## src/design/ssms_pkg.sv

```systemverilog
// Types, constants and codes shared by the shader sampler mask scan files.
package ssms_pkg;

   localparam int SAMPLER_SLOTS = 21;
   localparam int MaskWidth     = 21;

   typedef logic [MaskWidth-1:0] mask_type;

   localparam mask_type AllSlots = mask_type'((64'd1 << SAMPLER_SLOTS) - 64'd1);

   localparam logic [15:0] KindPixel      = 16'hffff;
   localparam logic [15:0] KindVertex     = 16'hfffe;
   localparam logic [15:0] OpEnd          = 16'hffff;
   localparam logic [15:0] OpComment      = 16'hfffe;
   localparam logic [15:0] OpDcl          = 16'd31;
   localparam logic [4:0]  RegTypeSampler = 5'd10;
   localparam logic [4:0]  VertexBase     = 5'd17;

   typedef enum logic [2:0] {
      PHASE_VERSION = 3'b001,
      PHASE_SCAN    = 3'b010,
      PHASE_DONE    = 3'b100
   } phase_type;

   typedef enum logic [2:0] {
      POS_NONE  = 3'b001,
      POS_USAGE = 3'b010,
      POS_REG   = 3'b100
   } pos_type;

   typedef struct packed {
      phase_type   phase;
      logic        is_pixel;
      logic [15:0] skip;
      pos_type     pos;
      mask_type    found;
   } state_type;

   typedef struct packed {
      logic [31:0] token;
      logic        last;
      logic        empty_program;
   } item_type;

   localparam state_type StateReset = '{
      phase:    PHASE_VERSION,
      is_pixel: 1'b0,
      skip:     16'd0,
      pos:      POS_NONE,
      found:    '0
   };

endpackage

```

## src/design/ssms_if.sv

```systemverilog
// Request and response channel interfaces of the shader sampler mask scan block.
interface ssms_req_if;
   logic        valid;
   logic        ready;
   logic [31:0] token;
   logic        last;
   logic        empty_program;

   modport source (output valid, output token, output last, output empty_program,
                   input ready);
   modport sink   (input valid, input token, input last, input empty_program,
                   output ready);
endinterface

interface ssms_rsp_if import ssms_pkg::*; ();
   logic     valid;
   logic     ready;
   mask_type sampler_mask;

   modport source (output valid, output sampler_mask, input ready);
   modport sink   (input valid, input sampler_mask, output ready);
endinterface

```

## src/design/ssms_step.sv

```systemverilog
// Next-state and result logic for one token of the sampler scan.
module ssms_step import ssms_pkg::*; (
   input  state_type cur,
   input  item_type  item,
   output state_type upd,
   output logic      emit,
   output mask_type  mask
);

   logic [15:0] kind;
   logic [7:0]  major;
   logic [7:0]  minor;
   logic        is_pix;
   logic        is_vtx;
   logic [15:0] op;
   logic [3:0]  len;
   logic [4:0]  rtype;
   logic [10:0] regnum;
   mask_type    hit;

   assign kind   = item.token[31:16];
   assign major  = item.token[15:8];
   assign minor  = item.token[7:0];
   assign is_pix = (kind == KindPixel);
   assign is_vtx = (kind == KindVertex);
   assign op     = item.token[15:0];
   assign len    = item.token[27:24];
   assign rtype  = {item.token[12:11], item.token[30:28]};
   assign regnum = item.token[10:0];

   always_comb begin
      hit = '0;
      if (rtype == RegTypeSampler) begin
         if (cur.is_pixel) begin
            if (regnum < 11'd16) begin
               hit = mask_type'(1) << regnum[3:0];
            end
         end else if (regnum < 11'd4) begin
            hit = mask_type'(1) << (VertexBase + {3'b000, regnum[1:0]});
         end
      end
   end

   always_comb begin
      upd  = cur;
      emit = item.last | item.empty_program;
      mask = '0;
      if (item.empty_program) begin
         upd  = StateReset;
         mask = AllSlots;
      end else begin
         case (cur.phase)
            PHASE_VERSION: begin
               upd.is_pixel = is_pix;
               upd.skip     = '0;
               upd.pos      = POS_NONE;
               if (!is_pix && !is_vtx) begin
                  upd.found = AllSlots;
                  upd.phase = PHASE_DONE;
               end else if (major < 8'd2) begin
                  if (is_pix) begin
                     upd.found = (minor >= 8'd4) ? mask_type'(6'h3f) : mask_type'(4'hf);
                  end else begin
                     upd.found = '0;
                  end
                  upd.phase = PHASE_DONE;
               end else if (is_vtx && major < 8'd3) begin
                  upd.found = '0;
                  upd.phase = PHASE_DONE;
               end else begin
                  upd.found = '0;
                  upd.phase = PHASE_SCAN;
               end
            end
            PHASE_SCAN: begin
               if (cur.skip != 16'd0) begin
                  upd.skip = cur.skip - 16'd1;
                  case (cur.pos)
                     POS_USAGE: begin
                        upd.pos = POS_REG;
                     end
                     POS_REG: begin
                        upd.found = cur.found | hit;
                        upd.pos   = POS_NONE;
                     end
                     default: begin
                        upd.pos = cur.pos;
                     end
                  endcase
               end else begin
                  upd.pos = POS_NONE;
                  if (op == OpEnd) begin
                     upd.phase = PHASE_DONE;
                  end else if (op == OpComment) begin
                     upd.skip = {1'b0, item.token[30:16]};
                  end else begin
                     upd.skip = {12'd0, len};
                     if (op == OpDcl && len >= 4'd2) begin
                        upd.pos = POS_USAGE;
                     end
                  end
               end
            end
            default: begin
               upd = cur;
            end
         endcase
         mask = upd.found;
         if (item.last) begin
            upd = StateReset;
         end
      end
   end

endmodule

```

## src/design/shader_sampler_mask_scan.sv

```systemverilog
// Top level: sampler slot scan over a shader token stream.
// An accepted request is held in the input register, and its response in the response register.
// Throughput: one token per cycle; a stalled response backs up into the input register.
// Only the last token of a program, or an empty-program request, yields a response.
// Reset (synchronous, active high) drops any held request and response
// and returns the scan to waiting for a version token.
module shader_sampler_mask_scan import ssms_pkg::*; (
   input  logic        clock,
   input  logic        reset,
   ssms_req_if.sink    req_bus,
   ssms_rsp_if.source  rsp_bus
);

   logic      s1_valid_ff, s1_valid_in;
   item_type  s1_item_ff, s1_item_in;
   state_type state_ff, state_in;
   logic      rsp_valid_ff, rsp_valid_in;
   mask_type  rsp_mask_ff, rsp_mask_in;

   state_type step_upd;
   logic      step_emit;
   mask_type  step_mask;
   logic      req_accept;
   logic      out_free;
   logic      advance;
   item_type  req_item;

   ssms_step u_step (
      .cur  (state_ff),
      .item (s1_item_ff),
      .upd  (step_upd),
      .emit (step_emit),
      .mask (step_mask)
   );

   assign req_item = '{token: req_bus.token, last: req_bus.last,
                       empty_program: req_bus.empty_program};

   assign out_free      = !rsp_valid_ff || rsp_bus.ready;
   assign advance       = s1_valid_ff && (!step_emit || out_free);
   assign req_bus.ready = !s1_valid_ff || advance;
   assign req_accept    = req_bus.valid && req_bus.ready;

   assign s1_valid_in  = req_accept ? 1'b1 : (advance ? 1'b0 : s1_valid_ff);
   assign s1_item_in   = req_accept ? req_item : s1_item_ff;
   assign state_in     = advance ? step_upd : state_ff;
   assign rsp_valid_in = (advance && step_emit) ? 1'b1 :
                         (rsp_bus.ready ? 1'b0 : rsp_valid_ff);
   assign rsp_mask_in  = (advance && step_emit) ? step_mask : rsp_mask_ff;

   always_ff @(posedge clock) begin
      if (reset) begin
         s1_valid_ff  <= 1'b0;
         state_ff     <= StateReset;
         rsp_valid_ff <= 1'b0;
      end else begin
         s1_valid_ff  <= s1_valid_in;
         state_ff     <= state_in;
         rsp_valid_ff <= rsp_valid_in;
      end
   end

   always_ff @(posedge clock) begin
      s1_item_ff  <= s1_item_in;
      rsp_mask_ff <= rsp_mask_in;
   end

   assign rsp_bus.valid        = rsp_valid_ff;
   assign rsp_bus.sampler_mask = rsp_mask_ff;

endmodule

```

## src/flat_wrapper.sv

```systemverilog
// flat-port wrapper written by rule: the top's interface ports become plain ports
module shader_sampler_mask_scan_flat import ssms_pkg::*;
  (clock, reset, req_bus_valid, req_bus_token, req_bus_last, req_bus_empty_program, req_bus_ready, rsp_bus_valid, rsp_bus_sampler_mask, rsp_bus_ready);
  ssms_req_if req_bus_i ();
  ssms_rsp_if rsp_bus_i ();
  input  logic clock;
  input  logic reset;
  input wire logic [$bits(req_bus_i.valid)-1:0] req_bus_valid;
  input wire logic [$bits(req_bus_i.token)-1:0] req_bus_token;
  input wire logic [$bits(req_bus_i.last)-1:0] req_bus_last;
  input wire logic [$bits(req_bus_i.empty_program)-1:0] req_bus_empty_program;
  output wire logic [$bits(req_bus_i.ready)-1:0] req_bus_ready;
  output wire logic [$bits(rsp_bus_i.valid)-1:0] rsp_bus_valid;
  output wire logic [$bits(rsp_bus_i.sampler_mask)-1:0] rsp_bus_sampler_mask;
  input wire logic [$bits(rsp_bus_i.ready)-1:0] rsp_bus_ready;
  assign req_bus_i.valid = req_bus_valid;
  assign req_bus_i.token = req_bus_token;
  assign req_bus_i.last = req_bus_last;
  assign req_bus_i.empty_program = req_bus_empty_program;
  assign req_bus_ready = req_bus_i.ready;
  assign rsp_bus_valid = rsp_bus_i.valid;
  assign rsp_bus_sampler_mask = rsp_bus_i.sampler_mask;
  assign rsp_bus_i.ready = rsp_bus_ready;
  shader_sampler_mask_scan u_core (.clock(clock), .reset(reset), .req_bus(req_bus_i), .rsp_bus(rsp_bus_i));
endmodule
```

## config.mk

```make
export PLATFORM = sky130hd
export DESIGN_NAME = shader_sampler_mask_scan_flat
export DESIGN_NICKNAME = d
export VERILOG_FILES = /design/src/design/ssms_pkg.sv /design/src/design/ssms_if.sv /design/src/design/ssms_step.sv /design/src/design/shader_sampler_mask_scan.sv /design/src/flat_wrapper.sv
export SDC_FILE = /design/constraint.sdc
export NUM_CORES = 1
export LEC_CHECK = 0
export ABC_AREA = 1
export BUFFER_PORTS_ARGS = -buffer_cell sky130_fd_sc_hd__buf_2
export CAP_MARGIN = 15
export CORE_UTILIZATION = 52
export CTS_CLUSTER_SIZE = 20
export DETAILED_ROUTE_END_ITERATION = 6
export PLACE_DENSITY = 0.75
export SLEW_MARGIN = 30
export SYNTH_ARGS = -nofsm -noshare
export SYNTH_HDL_FRONTEND = slang
export SYNTH_SLANG_ARGS = --single-unit
```

## constraint.sdc

```tcl
create_clock -name clock -period 2 [get_ports clock]
set_input_delay 0.3 -clock clock [delete_from_list [all_inputs] [get_ports clock]]
set_output_delay 0.3 -clock clock [all_outputs]
set_load 0.01 [all_outputs]
```

==> results of run 1 <==
-- worst max path at each step --
stage          slack (ns)  depth (start not counted)                               to                   from
3_5_place_dp        -0.03                         11              u_core.state_ff[42]    u_core.state_ff[24]
5_1_grt             -0.02                          7   u_core.rsp_bus.sampler_mask[9]    u_core.state_ff[36]
2_1_floorplan        0.19                          5   u_core.rsp_bus.sampler_mask[0]   u_core.s1_item_ff[0]
3_3_place_gp         0.11                          7   u_core.rsp_bus.sampler_mask[4]  u_core.s1_item_ff[28]
4_1_cts              0.05                          7   u_core.rsp_bus.sampler_mask[2]  u_core.s1_item_ff[28]
6_report              0.1                          8  u_core.rsp_bus.sampler_mask[19]    u_core.state_ff[24]
-- registers in the layout (all words and copies together), names as in the netlist --
signal                       count
u_core.s1_valid_ff               1
u_core.rsp_bus.valid             1
u_core.s1_item_ff               34
u_core.state_ff                 44
u_core.rsp_bus.sampler_mask     21
-- cells in the mapped netlist (all sizes together) --
| master | count | share of area, % |
|---|---|---|
| nor3 | 9 | 0.99 |
| a31oi | 1 | 0.42 |
| dfxtp | 46 | 18 |
| nand4 | 19 | 2.4 |
| clkbuf | 10 | 0.74 |
| buf | 9 | 1.5 |
| a21oi | 62 | 6.4 |
| nand3 | 44 | 5.1 |
| o21bai | 3 | 0.45 |
| nand3b | 1 | 0.15 |
| o2111ai | 1 | 0.17 |
| or2 | 15 | 1.9 |
| clkinv | 1 | 0.074 |
| nand2 | 186 | 14 |
| o21a | 1 | 0.15 |
| inv | 53 | 3.9 |
| ha | 1 | 0.25 |
| edfxtp | 55 | 33 |
| o211ai | 1 | 0.15 |
| xnor2 | 4 | 0.69 |
| o21ai | 20 | 2.1 |
| xor2 | 5 | 0.87 |
| nor2 | 76 | 6.6 |
-- layer usage --
| metal | track usage (%) | up-vias | part of all wire (%) |
|---|---|---|---|
| met4 | 10.1 | 0 | 2.6 |
| li1 | - | 2206 | - |
| met3 | 3.74 | 30 | 6.2 |
| met1 | 31.3 | 2072 | 45 |
| met2 | 39.3 | 203 | 46 |
| met5 | 0 | - | 0 |
-- power groups by stage --
stage / sequential [W] / clock (W) / combinational (W)
finish: 0.00232 / 0.00135 / 0.000466
global route: 0.00233 / 0.00144 / 0.000518
CTS: 0.00232 / 0.00136 / 0.000439
detailed placement: 0.00237 / 0 / 0.000435
global placement: 0.00236 / 0 / 0.000423
floorplan: 0.00236 / 0 / 0.000285
-- cell families after synthesis --
kind of cell,Yosys count,share of synthesized area (%)
buffers and inverters,73,6.23
adders and majority gates,1,0.248
and+or+nand+nor,350,31.2
DFF,101,51.0
AOI/OAI and AO/OA,89,9.77
xor gates and xnor gates,9,1.56
-- worst max-delay path, cell delays in order (launching register included) --
cell and delay (ns):
dfxtp_1 0.33, inv_1 0.11, ha_1 0.23, nand2_2 0.11, nor2_4 0.18, nand3_4 0.17
nand3_2 0.17, o21ai_0 0.12, or2_1 0.22
-- stage by stage --
stage               utilization [%]  hold WS [ns]  std cells  total power [W]
floorplan                         -         0.399        623          0.00264
global placement               59.8         0.452        812          0.00278
detailed placement             59.8         0.459        812          0.00280
CTS                            62.2        0.0785        828          0.00412
global route                   63.0        0.0751        831          0.00429
finish                         63.0        0.0891        831          0.00414
-- layout make-up --
| class | count | area share, % |
|---|---|---|
| clock buffers | 10 | 2.54 |
| clock inverters | 6 | 1.09 |
| inverters | 54 | 3.56 |
| multi-input cells | 450 | 37.8 |
| flip-flops and latches | 101 | 43.8 |
| well taps | 129 | 2.75 |
| repair buffers | 81 | 8.44 |
-- timing repair --
item / in CTS / in global routing
setup endpoints to repair: 2 / 44
hold buffers: 0 / 0
cloned: 0 / 1
setup buffers: 0 / 2
resized for setup: 2 / 12
pin swaps: 0 / 1
==> flow_summary_export.csv, run 1 <==
group,metric,value,unit
outcome,status,"finished, final reports clean",
pwr,p_int,0.00300,W
final_layout,register_area,2570,µm²
worst_setup_path,r2r-end,"u_core.rsp_bus.sampler_mask[19]",
floorplanning,num_rows,35,
timing,drv_slew,0,
timing,tightestPinTransition,0.466,ns
worst_setup_path,startpoint_type,"register",
worst_setup_path,arrival,2.03,ns
floorplanning,die_h,100,µm
drt,drc,0,
global_routing,grt_max_degree,35,
synth,netlist_area,5040,µm²
final_layout,layout_common_cells,"nand2_1 (181), nor2_1 (67), buf_2 (60)",
timing,fin_ws,0.0968,ns
worst_hold_path,min_from,"req_bus_token[23]",
worst_setup_path,r2r_start,"u_core.state_ff[24]",
timing,setup_tns,0,ns
synth,yosys_warnings,0,
synth,ys_seq_area_share,51.0,%
placement,dp.final_hpwl,8230,µm
floorplanning,dieArea,10100,µm²
synth,ys_types,39,
pwr,switching_share,27.6,%
worst_setup_path,r2r_setup_slack,0.1,ns
global_routing,overflow,0,
placement,port_buffers,60,
timing,final_hold_viol_count,0,
floorplanning,die_x,100,µm
worst_setup_path,cp_max_fo,6,
final_layout,diodes,0,
floorplanning,ios,61,
pwr,pwr-share-comb,11.3,%
pwr,powerDensity,705,nW/µm²
pwr,pwr-share-seq,56.1,%
clocking,htree_levels,3,
timing,worst_clock_skew,0.0190,ns
clocking,path_clk_slew,0.11,ns
drt,initialDrtViolationCount,244,
floorplanning,initial_utilization,54.1,%
final_layout,layout_commonest_cell,"nand2_1",
drt,via_per_inst,5.43,
global_routing,grt_pass1_wl,18800,µm
final_layout,multiInputGateArea,2220,µm²
synth,netlist_instances,623,
placement,gp_congestion,0.967,
drt,wl,11700,µm
timing,max_slew_margin,69.0,%
timing,timing.final.crit_share,95.2,%
global_routing,antenna_found_initial,0,
final_layout,fill_cells,782,
global_routing,track_usage,23.8,%
pwr,cellLeakagePower,2.29,nW
timing,finalSetupViolCount,0,
clocking,cts_sinks,101,
worst_setup_path,critPathKind,"reg -> reg",
pwr,clockPowerShare,32.7,%
clocking,cts_root_buf,"clkbuf_8",
worst_setup_path,worstRegToRegCells,8,
job,cap_violations,0,
drt,final_antenna_net_count,0,
worst_hold_path,hold_path_class,"in -> reg",
floorplanning,coreArea,9330,µm²
pwr,p_sw,0.00114,W
worst_setup_path,cp-end-kind,"register",
final_layout,drive_gt1_share,19.7,%
drt,route.detailed.wl_per_inst,14.0,µm
clocking,tritoncts,"yes",
drt,drt_first_pass_iters,4,
final_layout,fin_nets,736,
synth,syn_avg_cell_area,8.10,µm²
worst_hold_path,holdPathEnd,"u_core.s1_item_ff[25]",
timing,finalCriticalPeriod,1.90,ns
final_layout,stdcell_area,5870,µm²
worst_hold_path,hold_path_depth,1,
worst_setup_path,crit_required,2.13,ns
synth,syn_nets,662,
placement,dpl-instance-area,5580,µm²
drt,vias,4511,
clocking,numCtsBuffers,9,
clocking,ctsLongestPathBuffers,2,
synth,ys_seq_elements,101,
clocking,clk_latency,0.38,ns
timing,fmax,0.525,GHz
placement,pre_cts_ws,-0.0317,ns
pwr,ir_drop,0.452,mV
final_layout,syn_to_final_growth,16.4,%
global_routing,grt_pass1_vias,4151,
Power figures use the tool's default switching activity.
==> run 2: changes to the inputs <==
--- a/config.mk
+++ b/config.mk
@@ -13,3 +13,5 @@
 export DETAILED_ROUTE_END_ITERATION = 6
+export HOLD_SLACK_MARGIN = 0.02
 export PLACE_DENSITY = 0.75
+export SKIP_CTS_REPAIR_TIMING = 1
 export SLEW_MARGIN = 30
==> constraint.sdc (replaced) <==
create_clock -name clock -period 2 [get_ports clock]
set_input_delay 0.2 -clock clock [delete_from_list [all_inputs] [get_ports clock]]
set_output_delay 0.2 -clock clock [all_outputs]
set_load 0.01 [all_outputs]
==> flow_summary_export.csv, run 2 (synthesis results as in run 1) <==
group,metric,value,unit
worst_setup_path,startpoint_type,"register",
clocking,htree_levels,3,
final_layout,regMostFlops,"u_core.state_ff",
worst_setup_path,cp-end-kind,"register",
floorplanning,coreArea,9330,µm²
global_routing,grt_pass1_wl,18700,µm
drt,wl,12500,µm
drt,highest_layer,"met4",
floorplanning,die_x,100,µm
drt,drc,0,
floorplanning,ios,61,
clocking,clk_latency,0.38,ns
clocking,path_clk_slew,0.10,ns
drt,dr_wl_met2,6070,µm
drt,route.detailed.wl_per_inst,14.4,µm
global_routing,track_usage,23.8,%
pwr,powerDensity,676,nW/µm²
clocking,tritoncts,"yes",
timing,finalSetupViolCount,0,
final_layout,fin_nets,770,
final_layout,drive_gt1_share,18.8,%
global_routing,grt_pass1_vias,4138,
drt,initialDrtViolationCount,246,
global_routing,overflow,0,
worst_setup_path,cp_max_fo,6,
placement,dpl-instance-area,5580,µm²
timing,fmax,0.525,GHz
job,cap_violations,0,
drt,vias,4672,
placement,dp.final_hpwl,8230,µm
floorplanning,initial_utilization,54.1,%
floorplanning,die_h,100,µm
worst_hold_path,hold_path_class,"in -> reg",
placement,gp_congestion,0.967,
drt,wl_met3,627,µm
final_layout,layout_common_cells,"nand2_1 (181), nor2_1 (67), buf_2 (60)",
final_layout,layout_commonest_cell,"nand2_1",
global_routing,antenna_found_initial,0,
timing,timing.final.crit_share,95.3,%
timing,drv_slew,0,
timing,max_slew_margin,68.6,%
placement,port_buffers,60,
final_layout,largest_register_ffs,44,
final_layout,stdcell_area,6200,µm²
floorplanning,dieArea,10100,µm²
drt,via_per_inst,5.40,
clocking,cts_sinks,101,
pwr,cellLeakagePower,2.43,nW
final_layout,syn_to_final_growth,23.0,%
clocking,cts_root_buf,"clkbuf_8",
timing,setup_tns,0,ns
outcome,status,"finished, final reports clean",
timing,tightestPinTransition,0.471,ns
worst_setup_path,critPathKind,"reg -> reg",
global_routing,grt_max_degree,35,
drt,wl_met1,5460,µm
drt,final_antenna_net_count,0,
timing,finalCriticalPeriod,1.91,ns
final_layout,diodes,0,
timing,final_hold_viol_count,0,
timing,worst_clock_skew,0.0156,ns
worst_setup_path,arrival,2.04,ns
clocking,numCtsBuffers,9,
pwr,ir_drop,0.472,mV
worst_setup_path,crit_required,2.13,ns
drt,drt_first_pass_iters,5,
floorplanning,num_rows,35,
clocking,ctsLongestPathBuffers,2,
## run 2: worst paths after layout
kind / cells after the start / start / endpoint / slack [ns]
max: 8 / u_core.state_ff[24] / u_core.rsp_bus.sampler_mask[19] / 0.09
min: 3 / req_bus_valid / u_core.s1_valid_ff / 0.15
max reg2reg: 8 / u_core.state_ff[24] / u_core.rsp_bus.sampler_mask[19] / 0.09
min reg2reg: 2 / u_core.state_ff[13] / u_core.state_ff[13] / 0.48
## run 2: final cells by class
| type | instances | area, µm² |
|---|---|---|
| Tap cell | 129 | 161 |
| Fill cell | 734 | 3120 |
| Clock buffer | 10 | 149 |
| Sequential cell | 101 | 2570 |
| Timing Repair Buffer | 115 | 836 |
| Clock inverter | 6 | 63.8 |
| Inverter | 54 | 209 |
| Multi-Input combinational cell | 450 | 2210 |
## run 2: through the flow
stage	hold slack [ns]	setup slack (ns)	util (%)	power, W	instances
CTS	-0.0215	-0.0543	62.1	0.00412	828
global placement	0.376	0.110	59.8	0.00278	812
floorplan	0.299	0.185	-	0.00264	623
global route	0.168	-0.0364	66.5	0.00435	865
finish	0.152	0.0948	66.5	0.00419	865
detailed placement	0.378	-0.0317	59.8	0.00280	812
## run 2: worst max-delay path, cell delays in order, from the launching register on
cell and delay, ns:
dfxtp_1 0.33, inv_1 0.11, ha_1 0.24, nand2_2 0.11, nor2_4 0.19, nand3_4 0.18
nand3_2 0.17, o21ai_0 0.13, or2_1 0.23
## run 2: report_power, final
group          leakage, nW  switching, W  internal [W]
Sequential           0.868     0.0000488       0.00227
Combinational         1.45      0.000316      0.000204
Clock                0.105      0.000790      0.000563
Total                 2.43       0.00115       0.00304
## run 2: per-layer routing
layer	vias to the layer above	track usage, %
met1	2188	31.3
met2	177	39.0
met5	-	0
met4	0	10.1
met3	28	3.74
li1	2279	-
==> run 3: changes to the inputs <==
- CELL_PAD_IN_SITES_DETAIL_PLACEMENT: default -> 0
- CELL_PAD_IN_SITES_GLOBAL_PLACEMENT: default -> 1
- CORE_UTILIZATION: 52 -> 30
- PLACE_DENSITY: 0.75 -> default
- PLACE_DENSITY_LB_ADDON: default -> 0.1
==> flow_summary_export.csv, run 3 (synthesis results as in run 1) <==
group,metric,value,unit
clocking,cts_root_buf,"clkbuf_16",
timing,finalCriticalPeriod,1.89,ns
worst_setup_path,cp_max_fo,12,
drt,final_antenna_net_count,0,
worst_setup_path,r2r-end,"u_core.state_ff[35]",
worst_setup_path,slowest_stage,"nor2_2",
clocking,ctsLongestPathBuffers,2,
global_routing,grt_max_degree,37,
timing,worst_clock_skew,0.00951,ns
floorplanning,num_rows,47,
drt,initialDrtViolationCount,301,
worst_setup_path,cp_top_family,"simple AND/OR/NAND/NOR gates",
final_layout,largest_register_ffs,44,
drt,vias,4465,
global_routing,grt_pass1_vias,4219,
worst_setup_path,r2r_start,"u_core.state_ff[42]",
drt,via_per_inst,4.64,
job,cap_violations,0,
pwr,cellLeakagePower,2.48,nW
worst_setup_path,critPathKind,"reg -> reg",
worst_setup_path,cp.buffers_inverters,1,
timing,final_hold_viol_count,0,
final_layout,syn_to_final_growth,27.3,%
floorplanning,initial_utilization,30.5,%
worst_setup_path,path_cells,"nor3_2 -> inv_2 -> nand3_1 -> nand2_2 -> nor2_2 -> nand3_1 -> a21oi_1",
final_layout,diodes,0,
worst_setup_path,startpoint_type,"register",
global_routing,antenna_found_initial,0,
floorplanning,coreArea,16500,µm²
worst_setup_path,cp-end-kind,"register",
final_layout,regMostFlops,"u_core.state_ff",
timing,whs,0.0224,ns
clocking,numCtsBuffers,9,
timing,setup_tns,0,ns
final_layout,fin_nets,777,
clocking,cts_sinks,101,
clocking,clk_latency,0.35,ns
timing,timing.final.crit_share,94.4,%
floorplanning,ios,61,
placement,dp.final_hpwl,10100,µm
global_routing,track_usage,16.7,%
clocking,path_clk_slew,0.07,ns
timing,fmax,0.529,GHz
pwr,power,0.00452,W
clocking,tritoncts,"yes",
drt,route.detailed.wl_per_inst,14.5,µm
worst_hold_path,min_from,"req_bus_token[5]",
timing,tightestPinTransition,0.467,ns
worst_setup_path,crit_required,2.28,ns
worst_setup_path,r2r_setup_slack,0.11,ns
pwr,ir_drop,0.416,mV
timing,max_slew_margin,68.8,%
drt,drt_first_pass_iters,4,
timing,finalSetupViolCount,0,
worst_setup_path,arrival,2.17,ns
worst_setup_path,crit_top_cell,"nand3_1",
worst_hold_path,hold_path_class,"in -> reg",
placement,gp_congestion,0.789,
outcome,status,"finished, final reports clean",
timing,drv_slew,0,
clocking,htree_levels,3,
floorplanning,dieArea,17300,µm²
floorplanning,die_x,132,µm
final_layout,layout_commonest_cell,"nand2_1",
worst_hold_path,holdPathEnd,"u_core.s1_item_ff[7]",
drt,wl,14000,µm
final_layout,drive_gt1_share,20.5,%
global_routing,overflow,0,
worst_setup_path,worstRegToRegCells,7,
floorplanning,die_h,132,µm
final_layout,layout_common_cells,"nand2_1 (179), nor2_1 (66), buf_2 (60)",
drt,drc,0,
global_routing,grt_pass1_wl,22500,µm
worst_setup_path,slowest_delay,0.38,ns
pwr,powerDensity,704,nW/µm²
placement,port_buffers,60,
worst_hold_path,hold_path_depth,1,
[run 3: changes by cell type in the layout (fill, tap and decap cells not counted), sizes merged]
cell	change
buf	+15
clkinv	+1
clkbuf	+1
dlygate4sd3	-8
nand3	-1
nor2	+1
inv	-2
[run 3: worst max path at each step]
stage | from | to | depth (start not counted)
2_1_floorplan | u_core.s1_item_ff[0] | u_core.rsp_bus.sampler_mask[0] | 5
3_3_place_gp | u_core.s1_item_ff[28] | u_core.rsp_bus.sampler_mask[7] | 8
3_5_place_dp | u_core.s1_item_ff[2] | u_core.state_ff[38] | 10
4_1_cts | u_core.s1_item_ff[2] | u_core.state_ff[38] | 10
5_1_grt | u_core.state_ff[42] | u_core.state_ff[37] | 9
6_report | u_core.state_ff[42] | u_core.state_ff[35] | 7
[run 3: metal layers]
layer	global-route usage, %	routed length, µm
met5	0	0
met4	5.75	232
met3	3.13	464
met2	24.5	6090
met1	24.3	7170
[run 3: metrics by stage]
step	worst slack [ns]	utilization, %	std cells	instance area (µm²)
after detailed placement	0.0462	35.3	919	5840
after CTS	0.0336	37.0	935	6110
final	0.111	38.9	963	6420
after global placement	0.0267	35.3	919	5840
after global routing	-0.00977	38.9	963	6420
after floorplan	0.185	-	623	5050
[run 3: final cells by class]
class	instances	area, µm²
Fill cell	1699	10100
Sequential cell	101	2570
Timing Repair Buffer	122	893
Multi-Input combinational cell	450	2200
Clock inverter	5	36.3
Inverter	54	206
Tap cell	220	275
Clock buffer	11	233
[run 3: report_power, final]
group          total, W  internal (W)  switching (W)  leakage [nW]
sequential      0.00232       0.00227      0.0000460         0.868
combinational  0.000545      0.000222       0.000323          1.49
clock           0.00166      0.000851       0.000804         0.129
